## config.mk

```make
export PLATFORM = sky130hd
export DESIGN_NAME = modbus_rtu_master_frame_engine_top
export DESIGN_NICKNAME = d
export VERILOG_FILES = /design/src/hdl/mbm_pkg.sv /design/src/hdl/mbm_crc16.sv /design/src/hdl/mbm_word_ram.sv /design/src/hdl/modbus_rtu_master_frame_engine_top.sv
export SDC_FILE = /design/constraint.sdc
export NUM_CORES = 1
export LEC_CHECK = 0
export ABC_AREA = 1
export BUFFER_PORTS_ARGS = -buffer_cell sky130_fd_sc_hd__buf_2
export CAP_MARGIN = 20
export CELL_PAD_IN_SITES_DETAIL_PLACEMENT = 1
export CELL_PAD_IN_SITES_GLOBAL_PLACEMENT = 2
export CORE_ASPECT_RATIO = 1.75
export CORE_MARGIN = 1.5
export CORE_UTILIZATION = 44
export CTS_BUF_LIST = sky130_fd_sc_hd__clkbuf_8
export CTS_CLUSTER_DIAMETER = 200
export DETAILED_ROUTE_END_ITERATION = 8
export HOLD_SLACK_MARGIN = 0.03
export PLACE_DENSITY = 0.86
export SYNTH_ARGS = -nofsm -noshare
export SYNTH_HDL_FRONTEND = slang
export SYNTH_SLANG_ARGS = --single-unit
```

## constraint.sdc

```tcl
create_clock -name clk -period 4.11 [get_ports clk]
set_input_delay 0.6165 -clock clk [delete_from_list [all_inputs] [get_ports clk]]
set_output_delay 0.6165 -clock clk [all_outputs]
set_load 0.1 [all_outputs]
```

## src/hdl/mbm_pkg.sv

```systemverilog
`timescale 1ns / 1ps
// ----------------------------------------------------------------------------
// mbm_pkg - shared types and codes of the Modbus RTU master frame engine
// Command, kind and status codes, protocol constants and the CRC control
// word passed between the top level and the CRC engine.
// ----------------------------------------------------------------------------
package mbm_pkg;

	// buffer and word store sizing
	localparam int BUFFER_BYTES_DEFAULT = 64;
	localparam int MAX_WORDS            = 29;

	// input command codes (tuser of the slave side)
	localparam logic [1:0] CMD_READ    = 2'd0;
	localparam logic [1:0] CMD_WRITE   = 2'd1;
	localparam logic [1:0] CMD_BYTE    = 2'd2;
	localparam logic [1:0] CMD_TIMEOUT = 2'd3;

	// result kind codes (tuser of the master side)
	localparam logic [1:0] KIND_TX     = 2'd0;
	localparam logic [1:0] KIND_WORD   = 2'd1;
	localparam logic [1:0] KIND_STATUS = 2'd2;

	// transaction status codes
	localparam logic [2:0] STATUS_OK        = 3'd0;
	localparam logic [2:0] STATUS_TIMEOUT   = 3'd1;
	localparam logic [2:0] STATUS_EXCEPTION = 3'd2;
	localparam logic [2:0] STATUS_BYTECOUNT = 3'd3;
	localparam logic [2:0] STATUS_CRC       = 3'd4;
	localparam logic [2:0] STATUS_BADCOUNT  = 3'd5;

	// protocol constants
	localparam logic [7:0]  FUNC_READ_HOLDING = 8'h03;
	localparam logic [7:0]  FUNC_WRITE_SINGLE = 8'h06;
	localparam logic [7:0]  EXCEPTION_MASK    = 8'h80;
	localparam logic [7:0]  SLAVE_ADDR_RESET  = 8'h01;
	localparam logic [15:0] CRC_INIT          = 16'hFFFF;
	localparam logic [15:0] CRC_POLY          = 16'hA001;

	// control word of the CRC engine
	typedef struct packed {
		logic       clear;
		logic       feed;
		logic [7:0] data;
	} crc_ctrl_t;

endpackage

```

## src/hdl/mbm_crc16.sv

```systemverilog
`timescale 1ns / 1ps
// ----------------------------------------------------------------------------
// mbm_crc16 - byte-wide CRC-16 engine
// Reflected polynomial, one byte folded in per cycle while feed is set, preset by clear.
// ----------------------------------------------------------------------------
module mbm_crc16 (
	input  logic               clk,
	input  logic               arst_n,
	input  mbm_pkg::crc_ctrl_t ctrl,
	output logic [15:0]        crc
);

	logic [15:0] crc_q;
	logic [15:0] crc_next;

	// fold one byte, LSB first
	always_comb begin
		crc_next = crc_q ^ {8'h00, ctrl.data};
		for (int k = 0; k < 8; k++) begin
			if (crc_next[0]) begin
				crc_next = (crc_next >> 1) ^ mbm_pkg::CRC_POLY;
			end else begin
				crc_next = crc_next >> 1;
			end
		end
	end

	// hold, preset or advance the remainder
	always_ff @(posedge clk or negedge arst_n) begin
		if (!arst_n) begin
			crc_q <= mbm_pkg::CRC_INIT;
		end else if (ctrl.clear) begin
			crc_q <= mbm_pkg::CRC_INIT;
		end else if (ctrl.feed) begin
			crc_q <= crc_next;
		end
	end

	assign crc = crc_q;

endmodule

```

## src/hdl/mbm_word_ram.sv

```systemverilog
`timescale 1ns / 1ps
// ----------------------------------------------------------------------------
// mbm_word_ram - register word store
// One write port, one read port with registered read data.
// ----------------------------------------------------------------------------
module mbm_word_ram #(
	parameter int DEPTH  = mbm_pkg::MAX_WORDS,
	parameter int ADDR_W = $clog2(mbm_pkg::MAX_WORDS)
) (
	input  logic              clk,
	input  logic              we,
	input  logic [ADDR_W-1:0] waddr,
	input  logic [15:0]       wdata,
	input  logic              re,
	input  logic [ADDR_W-1:0] raddr,
	output logic [15:0]       rdata
);

	logic [15:0] mem [DEPTH];
	logic [15:0] rdata_q;

	// write port
	always_ff @(posedge clk) begin
		if (we) begin
			mem[waddr] <= wdata;
		end
	end

	// read port, data registered in the cycle after an enabled read
	always_ff @(posedge clk) begin
		if (re) begin
			rdata_q <= mem[raddr];
		end
	end

	assign rdata = rdata_q;

endmodule

```

## src/hdl/modbus_rtu_master_frame_engine_top.sv

```systemverilog
`timescale 1ns / 1ps
// ----------------------------------------------------------------------------
// modbus_rtu_master_frame_engine_top - Modbus RTU master frame engine
// Builds function 3 / function 6 requests with CRC-16, collects the read
// response into a word store, checks it and replays the words with a status.
// ----------------------------------------------------------------------------
//  channel   dir  handshake              payload
//  s_axis    in   s_axis_tvalid/tready   tuser cmd; tdata addr,count,value,byte
//  m_axis    out  m_axis_tvalid/tready   tuser kind; tdata word,status; tlast
//  cfg       in   cfg_we                 cfg_wdata slave address
//
//  A request is accepted, decoded and sent as eight transmit bytes; a received
//  byte or a timeout is decoded, ending in a status word if it closes the
//  frame; a good closing byte replays the stored words, paced by the single
//  read port of the store. Output stalls hold the sequencer; a finished word
//  waits in the output register while the next input word is accepted. Reset
//  is immediate; the word store needs no clearing as words replay once received.
// ----------------------------------------------------------------------------
module modbus_rtu_master_frame_engine_top #(
	parameter int BUFFER_BYTES = mbm_pkg::BUFFER_BYTES_DEFAULT
) (
	input  logic        clk,
	input  logic        arst_n,
	// configuration
	input  logic        cfg_we,
	input  logic [7:0]  cfg_wdata,
	// input stream
	input  logic        s_axis_tvalid,
	output logic        s_axis_tready,
	input  logic [47:0] s_axis_tdata,  // reg_addr[15:0], reg_count[20:16],
	                                   // reg_value[36:21], rx_byte[44:37]
	input  logic [1:0]  s_axis_tuser,  // cmd[1:0]
	// result stream
	output logic        m_axis_tvalid,
	input  logic        m_axis_tready,
	output logic [23:0] m_axis_tdata,  // data_word[15:0], status[18:16]
	output logic [1:0]  m_axis_tuser,  // kind[1:0]
	output logic        m_axis_tlast
);

	localparam int FIT_WORDS  = (BUFFER_BYTES - 5) / 2;
	localparam int WORD_DEPTH = (FIT_WORDS < mbm_pkg::MAX_WORDS) ? FIT_WORDS
	                                                             : mbm_pkg::MAX_WORDS;
	localparam int ADDR_W     = $clog2(WORD_DEPTH);

	typedef enum logic [2:0] {
		ST_IDLE,
		ST_DECODE,
		ST_TX,
		ST_DUMP,
		ST_STATUS
	} state_t;

	typedef enum logic [1:0] {
		MODE_IDLE,
		MODE_READ,
		MODE_WRITE
	} mode_t;

	state_t state_q;
	mode_t  mode_q;

	logic [7:0]        slave_q;
	logic [1:0]        cmd_q;
	logic [15:0]       addr_q;
	logic [4:0]        count_q;
	logic [15:0]       value_q;
	logic [7:0]        byte_q;
	logic [6:0]        idx_q;
	logic [4:0]        pend_q;
	logic              exc_q;
	logic [7:0]        bcf_q;
	logic [7:0]        crc_lo_q;
	logic [7:0]        whb_q;
	logic [7:0]        tx_func_q;
	logic [15:0]       tx_val_q;
	logic [2:0]        tx_idx_q;
	logic [ADDR_W-1:0] wd_idx_q;
	logic [2:0]        status_q;

	logic        out_valid_q;
	logic [1:0]  out_kind_q;
	logic [15:0] out_word_q;
	logic [2:0]  out_status_q;
	logic        out_last_q;

	logic               slot_free;
	logic               out_load;
	logic [6:0]         expected;
	logic               rx_last;
	logic               rx_crclo;
	logic [6:0]         word_off;
	logic [5:0]         word_sel;
	logic [2:0]         rx_status;
	logic               in_bad;
	logic               byte_rd;
	logic [5:0]         wd_next;
	logic               wd_more;
	logic [7:0]         tx_byte;
	logic [15:0]        crc_val;
	mbm_pkg::crc_ctrl_t crc_ctrl;
	logic               ram_we;
	logic [ADDR_W-1:0]  ram_waddr;
	logic               ram_re;
	logic [ADDR_W-1:0]  ram_raddr;
	logic [15:0]        ram_rdata;

	// response framing, checks and request byte select
	always_comb begin
		slot_free = !out_valid_q || m_axis_tready;
		out_load  = slot_free && (state_q inside {ST_TX, ST_DUMP, ST_STATUS});
		expected  = 7'd5 + {1'b0, pend_q, 1'b0};
		rx_last   = (idx_q + 7'd1) == expected;
		rx_crclo  = (idx_q + 7'd2) == expected;
		word_off  = idx_q - 7'd3;
		word_sel  = word_off[6:1];
		in_bad    = (count_q == 5'd0) || ({1'b0, count_q} > 6'(WORD_DEPTH));
		byte_rd   = (state_q == ST_DECODE) && (cmd_q == mbm_pkg::CMD_BYTE)
		            && (mode_q == MODE_READ);
		wd_next   = 6'(wd_idx_q) + 6'd1;
		wd_more   = wd_next < {1'b0, pend_q};

		if (exc_q) begin
			rx_status = mbm_pkg::STATUS_EXCEPTION;
		end else if (bcf_q != {2'b00, pend_q, 1'b0}) begin
			rx_status = mbm_pkg::STATUS_BYTECOUNT;
		end else if ({byte_q, crc_lo_q} != crc_val) begin
			rx_status = mbm_pkg::STATUS_CRC;
		end else begin
			rx_status = mbm_pkg::STATUS_OK;
		end

		case (tx_idx_q)
			3'd0:    tx_byte = slave_q;
			3'd1:    tx_byte = tx_func_q;
			3'd2:    tx_byte = addr_q[15:8];
			3'd3:    tx_byte = addr_q[7:0];
			3'd4:    tx_byte = tx_val_q[15:8];
			3'd5:    tx_byte = tx_val_q[7:0];
			3'd6:    tx_byte = crc_val[7:0];
			default: tx_byte = crc_val[15:8];
		endcase
	end

	// CRC engine control: preset on a new request and after it, feed bytes
	always_comb begin
		crc_ctrl = '0;
		if (state_q == ST_DECODE && (cmd_q == mbm_pkg::CMD_READ ||
		                             cmd_q == mbm_pkg::CMD_WRITE)) begin
			crc_ctrl.clear = 1'b1;
		end else if (byte_rd && !rx_last && !rx_crclo) begin
			crc_ctrl.feed = 1'b1;
			crc_ctrl.data = byte_q;
		end else if (state_q == ST_TX && slot_free) begin
			if (tx_idx_q < 3'd6) begin
				crc_ctrl.feed = 1'b1;
				crc_ctrl.data = tx_byte;
			end else if (tx_idx_q == 3'd7) begin
				crc_ctrl.clear = 1'b1;
			end
		end
	end

	// word store access; writes happen only while decoding a data byte and
	// reads only on the closing byte or during replay, so they never meet
	always_comb begin
		ram_we    = byte_rd && !rx_last && !rx_crclo && (idx_q >= 7'd3) && word_off[0]
		            && (word_sel < 6'(WORD_DEPTH));
		ram_waddr = word_sel[ADDR_W-1:0];
		ram_re    = 1'b0;
		ram_raddr = '0;
		if (byte_rd && rx_last && rx_status == mbm_pkg::STATUS_OK) begin
			ram_re = 1'b1;
		end else if (state_q == ST_DUMP && slot_free && wd_more) begin
			ram_re    = 1'b1;
			ram_raddr = wd_next[ADDR_W-1:0];
		end
	end

	mbm_crc16 u_crc (
		.clk    (clk),
		.arst_n (arst_n),
		.ctrl   (crc_ctrl),
		.crc    (crc_val)
	);

	mbm_word_ram #(
		.DEPTH  (WORD_DEPTH),
		.ADDR_W (ADDR_W)
	) u_ram (
		.clk   (clk),
		.we    (ram_we),
		.waddr (ram_waddr),
		.wdata ({whb_q, byte_q}),
		.re    (ram_re),
		.raddr (ram_raddr),
		.rdata (ram_rdata)
	);

	// sequencer, frame state and output register
	always_ff @(posedge clk or negedge arst_n) begin
		if (!arst_n) begin
			state_q      <= ST_IDLE;
			mode_q       <= MODE_IDLE;
			slave_q      <= mbm_pkg::SLAVE_ADDR_RESET;
			cmd_q        <= mbm_pkg::CMD_READ;
			addr_q       <= '0;
			count_q      <= '0;
			value_q      <= '0;
			byte_q       <= '0;
			idx_q        <= '0;
			pend_q       <= '0;
			exc_q        <= 1'b0;
			bcf_q        <= '0;
			crc_lo_q     <= '0;
			whb_q        <= '0;
			tx_func_q    <= '0;
			tx_val_q     <= '0;
			tx_idx_q     <= '0;
			wd_idx_q     <= '0;
			status_q     <= mbm_pkg::STATUS_OK;
			out_valid_q  <= 1'b0;
			out_kind_q   <= mbm_pkg::KIND_TX;
			out_word_q   <= '0;
			out_status_q <= mbm_pkg::STATUS_OK;
			out_last_q   <= 1'b0;
		end else begin
			if (cfg_we) begin
				slave_q <= cfg_wdata;
			end

			// drop the output word once taken, unless a new one loads
			if (out_valid_q && m_axis_tready && !out_load) begin
				out_valid_q <= 1'b0;
			end

			case (state_q)
				ST_IDLE: begin
					if (s_axis_tvalid) begin
						cmd_q   <= s_axis_tuser;
						addr_q  <= s_axis_tdata[15:0];
						count_q <= s_axis_tdata[20:16];
						value_q <= s_axis_tdata[36:21];
						byte_q  <= s_axis_tdata[44:37];
						state_q <= ST_DECODE;
					end
				end

				ST_DECODE: begin
					tx_idx_q <= '0;
					wd_idx_q <= '0;
					case (cmd_q)
						mbm_pkg::CMD_READ: begin
							if (in_bad) begin
								mode_q   <= MODE_IDLE;
								idx_q    <= '0;
								status_q <= mbm_pkg::STATUS_BADCOUNT;
								state_q  <= ST_STATUS;
							end else begin
								pend_q    <= count_q;
								mode_q    <= MODE_READ;
								idx_q     <= '0;
								exc_q     <= 1'b0;
								bcf_q     <= '0;
								crc_lo_q  <= '0;
								whb_q     <= '0;
								tx_func_q <= mbm_pkg::FUNC_READ_HOLDING;
								tx_val_q  <= {11'd0, count_q};
								state_q   <= ST_TX;
							end
						end
						mbm_pkg::CMD_WRITE: begin
							mode_q    <= MODE_WRITE;
							idx_q     <= '0;
							exc_q     <= 1'b0;
							bcf_q     <= '0;
							crc_lo_q  <= '0;
							whb_q     <= '0;
							tx_func_q <= mbm_pkg::FUNC_WRITE_SINGLE;
							tx_val_q  <= value_q;
							state_q   <= ST_TX;
						end
						mbm_pkg::CMD_BYTE: begin
							state_q <= ST_IDLE;
							if (mode_q == MODE_READ) begin
								if (rx_last) begin
									mode_q   <= MODE_IDLE;
									idx_q    <= '0;
									status_q <= rx_status;
									if (rx_status == mbm_pkg::STATUS_OK) begin
										state_q <= ST_DUMP;
									end else begin
										state_q <= ST_STATUS;
									end
								end else begin
									if (rx_crclo) begin
										crc_lo_q <= byte_q;
									end else if (idx_q == 7'd1) begin
										exc_q <= |(byte_q & mbm_pkg::EXCEPTION_MASK);
									end else if (idx_q == 7'd2) begin
										bcf_q <= byte_q;
									end else if (idx_q >= 7'd3 && !word_off[0]) begin
										whb_q <= byte_q;
									end
									idx_q <= idx_q + 7'd1;
								end
							end else if (mode_q == MODE_WRITE) begin
								// discard the echo
								if (idx_q + 7'd1 >= 7'd8) begin
									mode_q <= MODE_IDLE;
									idx_q  <= '0;
								end else begin
									idx_q <= idx_q + 7'd1;
								end
							end
						end
						default: begin
							// receive timeout
							if (mode_q == MODE_READ) begin
								status_q <= mbm_pkg::STATUS_TIMEOUT;
								state_q  <= ST_STATUS;
							end else begin
								state_q <= ST_IDLE;
							end
							mode_q <= MODE_IDLE;
							idx_q  <= '0;
						end
					endcase
				end

				ST_TX: begin
					if (slot_free) begin
						out_valid_q  <= 1'b1;
						out_kind_q   <= mbm_pkg::KIND_TX;
						out_word_q   <= {8'h00, tx_byte};
						out_status_q <= mbm_pkg::STATUS_OK;
						out_last_q   <= (tx_idx_q == 3'd7);
						tx_idx_q     <= tx_idx_q + 3'd1;
						if (tx_idx_q == 3'd7) begin
							state_q <= ST_IDLE;
						end
					end
				end

				ST_DUMP: begin
					if (slot_free) begin
						out_valid_q  <= 1'b1;
						out_kind_q   <= mbm_pkg::KIND_WORD;
						out_word_q   <= ram_rdata;
						out_status_q <= mbm_pkg::STATUS_OK;
						out_last_q   <= 1'b0;
						if (wd_more) begin
							wd_idx_q <= wd_next[ADDR_W-1:0];
						end else begin
							state_q <= ST_STATUS;
						end
					end
				end

				ST_STATUS: begin
					if (slot_free) begin
						out_valid_q  <= 1'b1;
						out_kind_q   <= mbm_pkg::KIND_STATUS;
						out_word_q   <= '0;
						out_status_q <= status_q;
						out_last_q   <= 1'b1;
						state_q      <= ST_IDLE;
					end
				end

				default: begin
					state_q <= ST_IDLE;
				end
			endcase
		end
	end

	assign s_axis_tready = (state_q == ST_IDLE);
	assign m_axis_tvalid = out_valid_q;
	assign m_axis_tdata  = {5'd0, out_status_q, out_word_q};
	assign m_axis_tuser  = out_kind_q;
	assign m_axis_tlast  = out_last_q;

`ifndef SYNTHESIS
	// an accepted word is decoded before the next one is taken
	a_accept_then_busy: assert property (@(posedge clk) disable iff (!arst_n)
		(s_axis_tvalid && s_axis_tready) |=> !s_axis_tready)
		else $error("input accepted while decoding");

	// the store is never written and read in the same cycle
	a_ram_exclusive: assert property (@(posedge clk) disable iff (!arst_n)
		!(ram_we && ram_re))
		else $error("word store write and read collide");

	// replay stays inside the received words
	a_dump_bound: assert property (@(posedge clk) disable iff (!arst_n)
		(state_q == ST_DUMP) |-> (6'(wd_idx_q) < {1'b0, pend_q}))
		else $error("replay index beyond word count");

	// a status word always closes the run
	a_status_last: assert property (@(posedge clk) disable iff (!arst_n)
		(m_axis_tvalid && m_axis_tuser == mbm_pkg::KIND_STATUS) |-> m_axis_tlast)
		else $error("status word without last");
`endif

endmodule

```

# After elaboration in Yosys (flattened, before gate mapping)
# Memories as Yosys holds them, arrays and structs flattened. A register that Yosys moved wholly into a read port is not among the register bits.
# Index checks and enable logic that the tools add are counted.
dict set report totals {
  mem_bits_rw 464
  word_cells 255
  ff_bits 171
  n_memories 1
  in_bits 63
  output_inout_bits 29
}
# name words word_bits rd rd_clocked_by_memory_dff wr line_no
set memory_table {}
lappend memory_table {u_ram.mem 29 16 1 1 1 mbm_word_ram.sv:19} ;# logic [15:0] mem [DEPTH];
dict set report classes {
  reduce_logical 55
  n_bitwise 11
  magnitude_cmp 6
  addsub 6
  mux 107
  eq_ne 44
}
# operator n
set ops {}
lappend ops {{16-bit two-way mux} 14}
lappend ops {{8-bit two-way mux} 16}
lappend ops {{8-bit one-hot mux with 3 select lines} 3}
lappend ops {{3-bit two-way mux} 20}
lappend ops {{8-bit one-hot mux with 7 select lines} 1}
lappend ops {{16-bit one-hot mux with 3 select lines} 1}
lappend ops {{7-bit two-way mux} 5}
lappend ops {{16-bit one-hot mux with 2 select lines} 1}
lappend ops {{2-bit != test, second input constant} 14}
lappend ops {{9-bit two-way mux} 3}
lappend ops {{2-bit NOT with 3-bit output} 8}
lappend ops {{1-bit two-way mux} 20}
lappend ops {{5-bit two-way mux} 4}
lappend ops {{3-bit one-hot mux with 3 select lines} 2}
lappend ops {{6-bit AND reduction} 3}
lappend ops {{1-bit logical AND} 17}
lappend ops {{16-bit != test} 1}
lappend ops {{8-bit one-hot mux with 2 select lines} 1}
lappend ops {{16-bit by 8-bit bitwise XOR with 16-bit output} 1}
lappend ops {{3-bit == test, second input constant} 5}
lappend ops {{3-bit one-hot mux with 5 select lines} 1}
lappend ops {{7-bit == test} 2}
lappend ops {{2-bit two-way mux} 7}
lappend ops {{3-bit by 2-bit == test with 1-bit output, second input constant} 4}
lappend ops {{42 further kinds} 75}

# Logic depth before layout (Yosys ltp)
# Gate-level depths: netlist of the first run.
dict set report depth {
  word_depth 26
  ltp_mapped 27
}

# Modules after synthesis
# Synthesis of the first run repeated with hierarchy kept, for this count alone.
dict set report hier_totals {
  hier_cells 2871
  hier_area_um2 28697.5
}
# mod area_per_inst_um2 cells_each instances
set by_module_without_submodules {}
lappend by_module_without_submodules {mbm_word_ram 19446.2 1650 1}
lappend by_module_without_submodules {modbus_rtu_master_frame_engine_top 8177.8 1073 1}
lappend by_module_without_submodules {mbm_crc16 1073.5 148 1}

# Worst setup path before layout of the first run
# No wires, ideal clock.
dict set report synth_timing {
  path_kind {flip-flop to flip-flop}
  start {reg idx_q[0]}
  end {reg u_ram.rdata_q[0], in the netlist u_ram.rdata[0] (read register of u_ram.mem), enable pin}
  required_ns 3.699
  stages_incl_launch_ff 13
  arrival_time_ns 2.926
  setup_time_ns 0.411
  synth_period_minus_slack_ns 3.337
  slack_ns 0.773
  cell_sequence {dfrtp_1 > inv_2 > ha_1 > a21oi_1 > o21ai_0 > nor2_1 > nand2_1 > nor2_2 > nand2_4 > buf_6 > inv_1 > nand3_1 > o21ai_0}
}
dict set report synth_via {
  elab_chain_cells 5
  word_cells_on_any_way 6
}
# element line_no
set synth_lines {}
lappend synth_lines {{from (decl)} modbus_rtu_master_frame_engine_top.sv:69} ;# logic [6:0] idx_q;
lappend synth_lines {{from (signal assigned)} modbus_rtu_master_frame_engine_top.sv:305} ;# idx_q <= idx_q + 7'd1;
lappend synth_lines {{from (signal assigned)} modbus_rtu_master_frame_engine_top.sv:313} ;# idx_q <= idx_q + 7'd1;
lappend synth_lines {{7-bit by 1-bit adder with 7-bit output} modbus_rtu_master_frame_engine_top.sv:113} ;# rx_last = (idx_q + 7'd1) == expected;
lappend synth_lines {{7-bit == test} modbus_rtu_master_frame_engine_top.sv:113}
lappend synth_lines {{1-bit logical AND (2 in a row)} modbus_rtu_master_frame_engine_top.sv:172} ;# if (byte_rd && rx_last && rx_status == mbm_pkg::STATUS_OK) begin
lappend synth_lines {{1-bit two-way mux} modbus_rtu_master_frame_engine_top.sv:172}
lappend synth_lines {{net ram_re} modbus_rtu_master_frame_engine_top.sv:104} ;# logic ram_re;
lappend synth_lines {{to (decl)} mbm_word_ram.sv:20} ;# logic [15:0] rdata_q;
# The timed path passes the listed nets, and every way through them passes these cells.
# A chain may end at the register's enable or synchronous reset.

# Worst setup path after layout of the first run
dict set report layout_timing {
  start {reg wd_idx_q[0]}
  end {reg u_ram.rdata_q[1], in the netlist u_ram.rdata[1] (read register of u_ram.mem), data pin}
}
dict set report layout_via {
  elab_chain_cells 5
  word_cells_on_any_way 7
}
# element line_no
set layout_lines {}
lappend layout_lines {{from (decl)} modbus_rtu_master_frame_engine_top.sv:78} ;# logic [ADDR_W-1:0] wd_idx_q;
lappend layout_lines {{from (signal assigned)} modbus_rtu_master_frame_engine_top.sv:353} ;# wd_idx_q <= wd_next[ADDR_W-1:0];
lappend layout_lines {{5-bit by 1-bit adder with 6-bit output *} modbus_rtu_master_frame_engine_top.sv:120} ;# wd_next = 6'(wd_idx_q) + 6'd1;
lappend layout_lines {{6-bit by 5-bit < comparator with 1-bit output} modbus_rtu_master_frame_engine_top.sv:121} ;# wd_more = wd_next < {1'b0, pend_q};
lappend layout_lines {{1-bit logical AND} modbus_rtu_master_frame_engine_top.sv:174} ;# end else if (state_q == ST_DUMP && slot_free && wd_more) begin
lappend layout_lines {{5-bit two-way mux or 1-bit two-way mux (tied branches)} modbus_rtu_master_frame_engine_top.sv:174}
lappend layout_lines {{5-bit two-way mux or 1-bit two-way mux (tied branches)} modbus_rtu_master_frame_engine_top.sv:172}
# Every way passes the cells marked *; elsewhere a longest branch is shown, timed or not.

==> flow_summary.json, run 1 <==
{
  "leakagePower_nw": 12.6,
  "dieArea_um2": 64900,
  "worstMarginPinSlew_ns": 1.15,
  "hold_viol_final": 0,
  "path_buf_inv": 3,
  "setup_violations": 0,
  "cts_sinks": 646,
  "fin_crit_sh_pct": 96.1,
  "clk-insertion-delay-late_ns": 0.71,
  "fillers": 6652,
  "die_y_um": 336,
  "cp_slowest_stage_delay_ns": 0.91,
  "num_vias": 20400,
  "grt-ovfl-total": 0,
  "die_x_um": 193,
  "dp_hpwl_mm": 61.3,
  "min_path_cells": 2,
  "crit_top_cell": "a21oi_1",
  "yosysWarnings": 0,
  "synth_top_family_by_area": "simple AND/OR/NAND/NOR gates",
  "dr.pass1.iters": 5,
  "seq_area_frac_synth_pct": 66.7,
  "layout-drive-gt1-share_pct": 15.8,
  "hold_path_end": "addr_q[5]$_DFFE_PN0P_",
  "muxShareOfSynthArea_pct": 1.21,
  "path_class": "reg2reg",
  "grt_pass1_wl_mm": 134,
  "synth_top_area_share_pct": 51.7,
  "skew_ns": 0.0308,
  "drt-wirelength-per-cell_um": 25.3,
  "holdCritPathClass": "in2reg",
  "cts_root_buf": "clkbuf_8",
  "r2r_cells": 15,
  "cp_top_family": "compound AO/OA/AOI/OAI gates",
  "routed_wirelength_mm": 89.2,
  "first_global_vias": 22200,
  "cts_inserted_buffers": 91,
  "netlist_instances": 2471,
  "avgSynthCellArea_um2": 11.3,
  "cts.path.max_buffers": 3,
  "multi_input_area_um2": 8100,
  "crit_arrival_ns": 4.38,
  "seq_area_um2": 18600,
  "end_kind": "register",
  "drt_iter0_drc": 1468,
  "worstHoldStart": "s_axis_tdata[5]",
  "ioPinCount": 92,
  "via_per_inst": 5.78,
  "synth-adder-area-share_pct": 0.763,
  "placed_cells": 3352,
  "synth-seq-cells": 646,
  "fin_nets": 2733,
  "io_buffers": 83,
  "reg2reg_to": "u_ram.rdata[1]$_DFFE_PP_",
  "area_delta_synth_final_pct": 14.7,
  "synth-simple-area-share_pct": 13.6,
  "status": "finished, final reports clean",
  "yosys.area.top_type": "edfxtp_1",
  "maxSlewHeadroom_pct": 22.4,
  "htree_levels": 3,
  "ant_nets": 0,
  "ir_worst_vdd_mv": 0.537,
  "drv_cap": 0,
  "fin_worst_hold_slack_ns": 0.138,
  "rrSetupSlack_ns": 0.16,
  "drc": 0,
  "grt_antenna_before_repair": 1,
  "power_density_nw_per_um2": 623,
  "initial_core_util_pct": 44.7,
  "place.gp.congestion": 0.931,
  "finalCriticalPeriod_ns": 3.95,
  "worstPathRequired_ns": 4.54,
  "cts_tree": "built",
  "slew_violations": 0,
  "finalSetupTns_ns": 0,
  "instances_no_fill": 3527,
  "r2r_start": "wd_idx_q[0]$_DFFE_PN0P_",
  "syn_area_um2": 27900,
  "cp_slowest_cell": "o311ai_1",
  "fin_ws_ns": 0.162,
  "worstPathMaxFanout": 14,
  "synth_compound_area_share_pct": 12.5,
  "post-place-ws_ns": 0.210,
  "rows": 121,
  "start_kind": "register",
  "rsz0062_at_grt": "false",
  "core_area_um2": 62400,
  "fmax_mhz": 253,
  "clkTransAtPathRegs_ns": 0.07,
  "synth-xor-area-share_pct": 0.813,
  "synth_cell_types": 54,
  "grt_max_degree": 104,
  "synth_edf_count": 480,
  "path_depth": 15,
  "synthFlopType": "edfxtp_1",
  "synth_async_sr_flop_share_pct": 25.7,
  "synth_area_leaders": "edfxtp_1, dfrtp_1, nand2_1, a21oi_1, o21ai_0",
  "grt_use_total_pct": 27.7,
  "path_cells": "nand3_2 > xor2_1 > inv_1 > ha_1 > a21oi_1 > o21ai_1 > nor2_2 > nand2_4 > nor2_4 > buf_4 > a21oi_1 > o311ai_1 > o21ai_0 > inv_1 > a21oi_1"
}
-- cell usage after synthesis (5+ instances only) --
master,n
xor2_1,20
nand3_1,86
nand2_1,600
buf_4,15
dfrtp_1,149
a31oi_1,11
mux2_2,30
a32oi_1,60
inv_1,135
buf_6,6
clkinv_1,5
o21ai_1,18
a211oi_1,14
buf_1,6
o21ai_0,136
ha_1,17
edfxtp_1,480
a22o_1,8
nor3_1,16
nand2_2,13
a21oi_1,201
nor2_2,7
nor2_1,148
inv_2,9
o211ai_1,21
clkbuf_1,45
o22ai_1,21
nand4_1,23
nor4_1,5
buf_2,58
a32o_1,47
dfstp_2,17
-- stage by stage --
step	util (%)	power, mW	instance area [um2]
finish	51.2	19.9	32000
global route	51.2	20.8	32000
CTS	51.0	19.9	31800
detailed placement	48.1	15.0	30000
global placement	48.1	14.7	30000
floorplan	-	12.6	27900
-- flip-flops by register name (all words and copies together) (netlist names), 7 cells and up --
signal,count
whb_q,8
bcf_q,8
out_word_q,16
value_q,16
tx_val_q,16
u_ram.rdata,16
idx_q,7
crc_lo_q,8
u_ram.mem,464
addr_q,16
slave_q,8
byte_q,8
u_crc.crc,16
-- cell usage in the layout (no fill, tap or decap), types with 19 or more instances in the layout --
cell      synthesis  routed
buf_2            58      82
nand3_1          86      85
clkbuf_8          0      99
o22ai_1          21      21
a32o_1           47      47
a32oi_1          60      59
buf_12            0      34
xor2_1           20      20
o211ai_1         21      21
o21ai_0         136     135
edfxtp_1        480     480
mux2_2           30      30
nand4_1          23      23
o21ai_1          18      19
nor2_1          148     147
buf_4            15      90
inv_1           135     169
dfrtp_1         149     148
a21oi_1         201     201
nand2_1         600     598
-- cell type report --
cell class | count | area share (%)
multi-input combinational | 1549 | 25.4
inverter | 150 | 1.78
antenna | 1 | 0.00783
clock inverter | 68 | 1.17
clock buffer | 99 | 4.26
sequential | 646 | 58.2
tap | 799 | 3.13
timing repair buffer | 215 | 6.12
-- logic make-up after synthesis --
kind of cell,after synthesis
simple gates,915
flops,646
compound gates,557
buf+inv,280
mux,30
xor+xnor,25
fa+ha+maj,17
other cells,1
-- power breakdown --
part	leakage, nW	internal, mW	total [mW]	switching [mW]
Combinational	5.21	1.62	6.07	4.46
Clock	1.02	2.42	4.92	2.50
Sequential	6.37	8.21	8.90	0.695
-- metal layers --
metal | GRT usage, % | routed length [um] | up-vias
met3 | 3.27 | 3010 | 234
met2 | 52.1 | 48500 | 575
met1 | 27.2 | 30100 | 10400
met5 | 0 | 0 | -
met4 | 22.3 | 7570 | 0
li1 | - | - | 9195
-- worst max path at each step --
stage | from | end | slack (ns)
final | wd_idx_q[0]$_DFFE_PN0P_ | u_ram.rdata[1]$_DFFE_PP_ | 0.16
after global routing | idx_q[1]$_DFFE_PN0P_ | u_ram.mem[22][8]$_DFFE_PP_ | 0.004
after CTS | wd_idx_q[0]$_DFFE_PN0P_ | u_ram.rdata[10]$_DFFE_PP_ | 0.18
after detailed placement | idx_q[1]$_DFFE_PN0P_ | u_crc.crc[0]$_DFFE_PN1P_ | 0.21
after global placement | wd_idx_q[0]$_DFFE_PN0P_ | u_ram.rdata[10]$_DFFE_PP_ | 0.30
after floorplan | idx_q[0]$_DFFE_PN0P_ | u_ram.rdata[0]$_DFFE_PP_ | 0.77
-- what timing repair did --
action,in CTS,in global routing
endpoints found under the hold margin,58,0
resized for setup,0,4
setup buffers,0,0
hold buffers,1,0
endpoints found under the setup margin,0,40
No activity file was read; power rests on OpenSTA's default activity.
==> run 2: changes to the inputs <==
--- a/config.mk
+++ b/config.mk
@@ -5,19 +5,18 @@
 export SDC_FILE = /design/constraint.sdc
 export NUM_CORES = 1
 export LEC_CHECK = 0
-export ABC_AREA = 1
 export BUFFER_PORTS_ARGS = -buffer_cell sky130_fd_sc_hd__buf_2
 export CAP_MARGIN = 20
 export CELL_PAD_IN_SITES_DETAIL_PLACEMENT = 1
 export CELL_PAD_IN_SITES_GLOBAL_PLACEMENT = 2
 export CORE_ASPECT_RATIO = 1.75
 export CORE_MARGIN = 1.5
-export CORE_UTILIZATION = 44
+export CORE_UTILIZATION = 30
 export CTS_BUF_LIST = sky130_fd_sc_hd__clkbuf_8
 export CTS_CLUSTER_DIAMETER = 200
 export DETAILED_ROUTE_END_ITERATION = 8
 export HOLD_SLACK_MARGIN = 0.03
-export PLACE_DENSITY = 0.86
+export PLACE_DENSITY = 0.6
 export SYNTH_ARGS = -nofsm -noshare
 export SYNTH_HDL_FRONTEND = slang
 export SYNTH_SLANG_ARGS = --single-unit
==> run 2 against run 1 <==
Register-to-register slack gained 0.07 ns. Non-clock buffer count is 112 higher. Sequential power is 4.7% higher. Total power is 12% higher. First-iteration DRC count decreased by 40%. Critical path depth shrank 1.
==> flow_summary.json, run 2 <==
{
  "cts_root_buf": "clkbuf_8",
  "finalSetupTns_ns": 0,
  "fillers": 9527,
  "netlist_instances": 1922,
  "ir_worst_vdd_mv": 0.488,
  "clkTransAtPathRegs_ns": 0.07,
  "first_global_vias": 19900,
  "synth-seq-cells": 646,
  "die_x_um": 234,
  "synth_top_area_share_pct": 51.6,
  "layout-drive-gt1-share_pct": 27.3,
  "clk-insertion-delay-late_ns": 0.77,
  "cp_slowest_stage_delay_ns": 0.52,
  "placed_cells": 3261,
  "cp_slowest_cell": "dfrtp_4",
  "layout_commonest_cell": "edfxtp_1",
  "p_clk_share_pct": 23.5,
  "drt-wirelength-per-cell_um": 25.9,
  "worstPathMaxFanout": 36,
  "ioPinCount": 92,
  "die_y_um": 407,
  "io_buffers": 83,
  "synth_edf_count": 480,
  "via_per_inst": 5.14,
  "avgSynthCellArea_um2": 14.5,
  "worstMarginPinSlew_ns": 0.929,
  "hold_viol_final": 0,
  "power_density_nw_per_um2": 656,
  "drt_iter0_drc": 886,
  "ys_top_cells_by_count": "edfxtp_1, dfrtp_1, nor2_1",
  "ant_nets": 0,
  "hold_path_end": "slave_q[0]$_DFFE_PN1P_",
  "fmax_mhz": 258,
  "cts_sinks": 646,
  "crit_arrival_ns": 4.37,
  "grt_max_degree": 129,
  "cts.path.max_buffers": 3,
  "instances_no_fill": 3488,
  "fin_crit_sh_pct": 94.4,
  "leakagePower_nw": 12.3,
  "seq_area_frac_synth_pct": 66.5,
  "worstPathRequired_ns": 4.60,
  "r2r_cells": 14,
  "synthFlopType": "edfxtp_1",
  "pwr-share-seq_pct": 41.9,
  "htree_levels": 3,
  "drc": 0,
  "power_mw": 22.2,
  "cts_tree": "built",
  "reg2reg_to": "u_ram.rdata[10]$_DFFE_PP_",
  "status": "finished, final reports clean",
  "fin_util_pct": 36.8,
  "grt_pass1_wl_mm": 132,
  "cts_inserted_buffers": 96,
  "grt_use_total_pct": 19.3,
  "start_kind": "register",
  "worstHoldStart": "cfg_wdata[0]",
  "grt_antenna_before_repair": 1,
  "rrSetupSlack_ns": 0.23,
  "area_delta_synth_final_pct": 21.3,
  "largest_register_ffs": 464,
  "min_path_cells": 2,
  "initial_core_util_pct": 30.4,
  "fin_worst_hold_slack_ns": 0.114,
  "p_comb_share_pct": 34.6,
  "setup_violations": 0,
  "fin_nets": 2298,
  "synth_async_sr_flop_share_pct": 25.7,
  "finalCriticalPeriod_ns": 3.88,
  "dr.pass1.iters": 5,
  "syn_area_um2": 27900,
  "end_kind": "register",
  "path_class": "reg2reg",
  "place.gp.congestion": 0.810,
  "swShare_pct": 37.4,
  "num_vias": 17900,
  "p_int_mw": 13.9,
  "fin_ws_ns": 0.231,
  "regMostFlops": "u_ram.mem",
  "path_buf_inv": 3,
  "core_area_um2": 92000,
  "r2r_start": "wd_idx_q[0]$_DFFE_PN0P_",
  "synth_area_leaders": "edfxtp_1, dfrtp_1, mux2_2, mux4_2, mux2i_1",
  "holdCritPathClass": "in2reg",
  "dpl_cell_area_um2": 31400,
  "mostFrequentLayoutCells": "edfxtp_1, buf_4, dfrtp_1",
  "routed_wirelength_mm": 90.3,
  "rows": 147,
  "grt-ovfl-total": 0,
  "switching_power_mw": 8.31,
  "post-place-ws_ns": 0.101,
  "slew_violations": 0,
  "drv_cap": 0,
  "skew_ns": 0.0474,
  "dp_hpwl_mm": 61.1,
  "cp_top_family": "compound AO/OA/AOI/OAI gates",
  "maxSlewHeadroom_pct": 38.1,
  "synth_cell_types": 75,
  "path_cells": "ha_4 > xnor2_1 > inv_1 > ha_1 > o21a_1 > o21a_1 > o21ai_0 > and3_4 > and2_2 > buf_12 > buf_4 > mux4_2 > o21ai_0 > a211oi_1",
  "dieArea_um2": 95100,
  "yosysWarnings": 0,
  "yosysMostFrequentCell": "edfxtp_1",
  "post-route-cell-area_um2": 33900,
  "yosys.area.top_type": "edfxtp_1"
}
==> run 2: changes by cell type after synthesis, moves of 48 or more <==
cell,before,now
nand2_1,600,72
a21oi_1,201,75
inv_1,135,21
mux2_2,30,100
nand3_1,86,17
a32oi_1,60,0
mux2i_1,0,58
clkbuf_1,45,96
and3_1,0,49
mux4_2,0,48
==> run 2: worst max path at each step <==
| stage | endpoint | startpoint | depth (start not counted) | slack (ns) |
|---|---|---|---|---|
| 5_1_grt | u_ram.mem[11][9]$_DFFE_PP_ | pend_q[2]$_DFFE_PN0P_ | 14 | -0.03 |
| 4_1_cts | u_ram.mem[22][7]$_DFFE_PP_ | idx_q[2]$_DFFE_PN0P_ | 14 | 0.08 |
| 6_report | u_ram.rdata[10]$_DFFE_PP_ | wd_idx_q[0]$_DFFE_PN0P_ | 14 | 0.23 |
| 3_3_place_gp | u_ram.mem[22][1]$_DFFE_PP_ | idx_q[2]$_DFFE_PN0P_ | 14 | 0.16 |
| 3_5_place_dp | u_ram.mem[22][7]$_DFFE_PP_ | idx_q[2]$_DFFE_PN0P_ | 14 | 0.10 |
| 2_1_floorplan | u_ram.mem[23][0]$_DFFE_PP_ | idx_q[1]$_DFFE_PN0P_ | 13 | -0.18 |
==> run 2: worst reg2reg max path, cell delays in order (launching register included) <==
cell	delay, ns
dfrtp_4	0.52
ha_4	0.18
xnor2_1	0.18
inv_1	0.10
ha_1	0.28
o21a_1	0.11
o21a_1	0.16
o21ai_0	0.24
and3_4	0.40
and2_2	0.26
buf_12	0.28
buf_4	0.29
mux4_2	0.31
o21ai_0	0.20
a211oi_1	0.12
==> run 2: power groups by stage <==
stage          registers [mW]  clock network, mW  logic [mW]
4_1_cts                  9.50               5.41        7.56
6_report                 9.32               5.23        7.69
5_1_grt                  9.42               5.64        8.28
2_1_floorplan            9.97                  0        4.00
3_5_place_dp             9.63                  0        7.49
3_3_place_gp             9.63                  0        7.24
==> run 2: kinds of logic (layout without fill, tap and decap cells) <==
kind of cell	count (synthesis)	in the layout	share of synthesized area [%]
flip-flops	646	646	66.5
AO/OA/AOI/OAI	454	454	11.6
AND/OR/NAND/NOR	385	385	6.83
multiplexers	206	206	9.98
buffers and inverters	154	523	2.19
XOR/XNOR	59	59	2.10
adder cells (fa/ha/maj)	17	17	0.761
other	1	6	0.0134
==> run 2: repair_timing <==
item                                   CTS  global route
setup endpoints to repair                0           213
endpoints found under the hold margin   64             0
gates resized for setup                  0            10
buffers inserted                         0             1
hold buffers                            45             0
==> run 2: area by class of cell <==
class / instances / area (um2) / share of cell area, %
Sequential cell: 646 / 18600 / 54.9
Multi-Input combinational cell: 1126 / 8880 / 26.2
Clock inverter: 76 / 504 / 1.49
Inverter: 21 / 78.8 / 0.233
Timing Repair Buffer: 327 / 2970 / 8.77
Antenna cell: 1 / 2.50 / 0.00738
Clock buffer: 99 / 1360 / 4.02
Tap cell: 1192 / 1490 / 4.40
==> run 2: per-layer routing <==
layer / global-route usage (%) / up-vias / wire (um)
met3: 3.19 / 156 / 3170
met4: 10.4 / 0 / 4880
met2: 37.4 / 394 / 50900
li1: - / 8054 / -
met5: 0 / - / 0
met1: 19.2 / 9339 / 31300
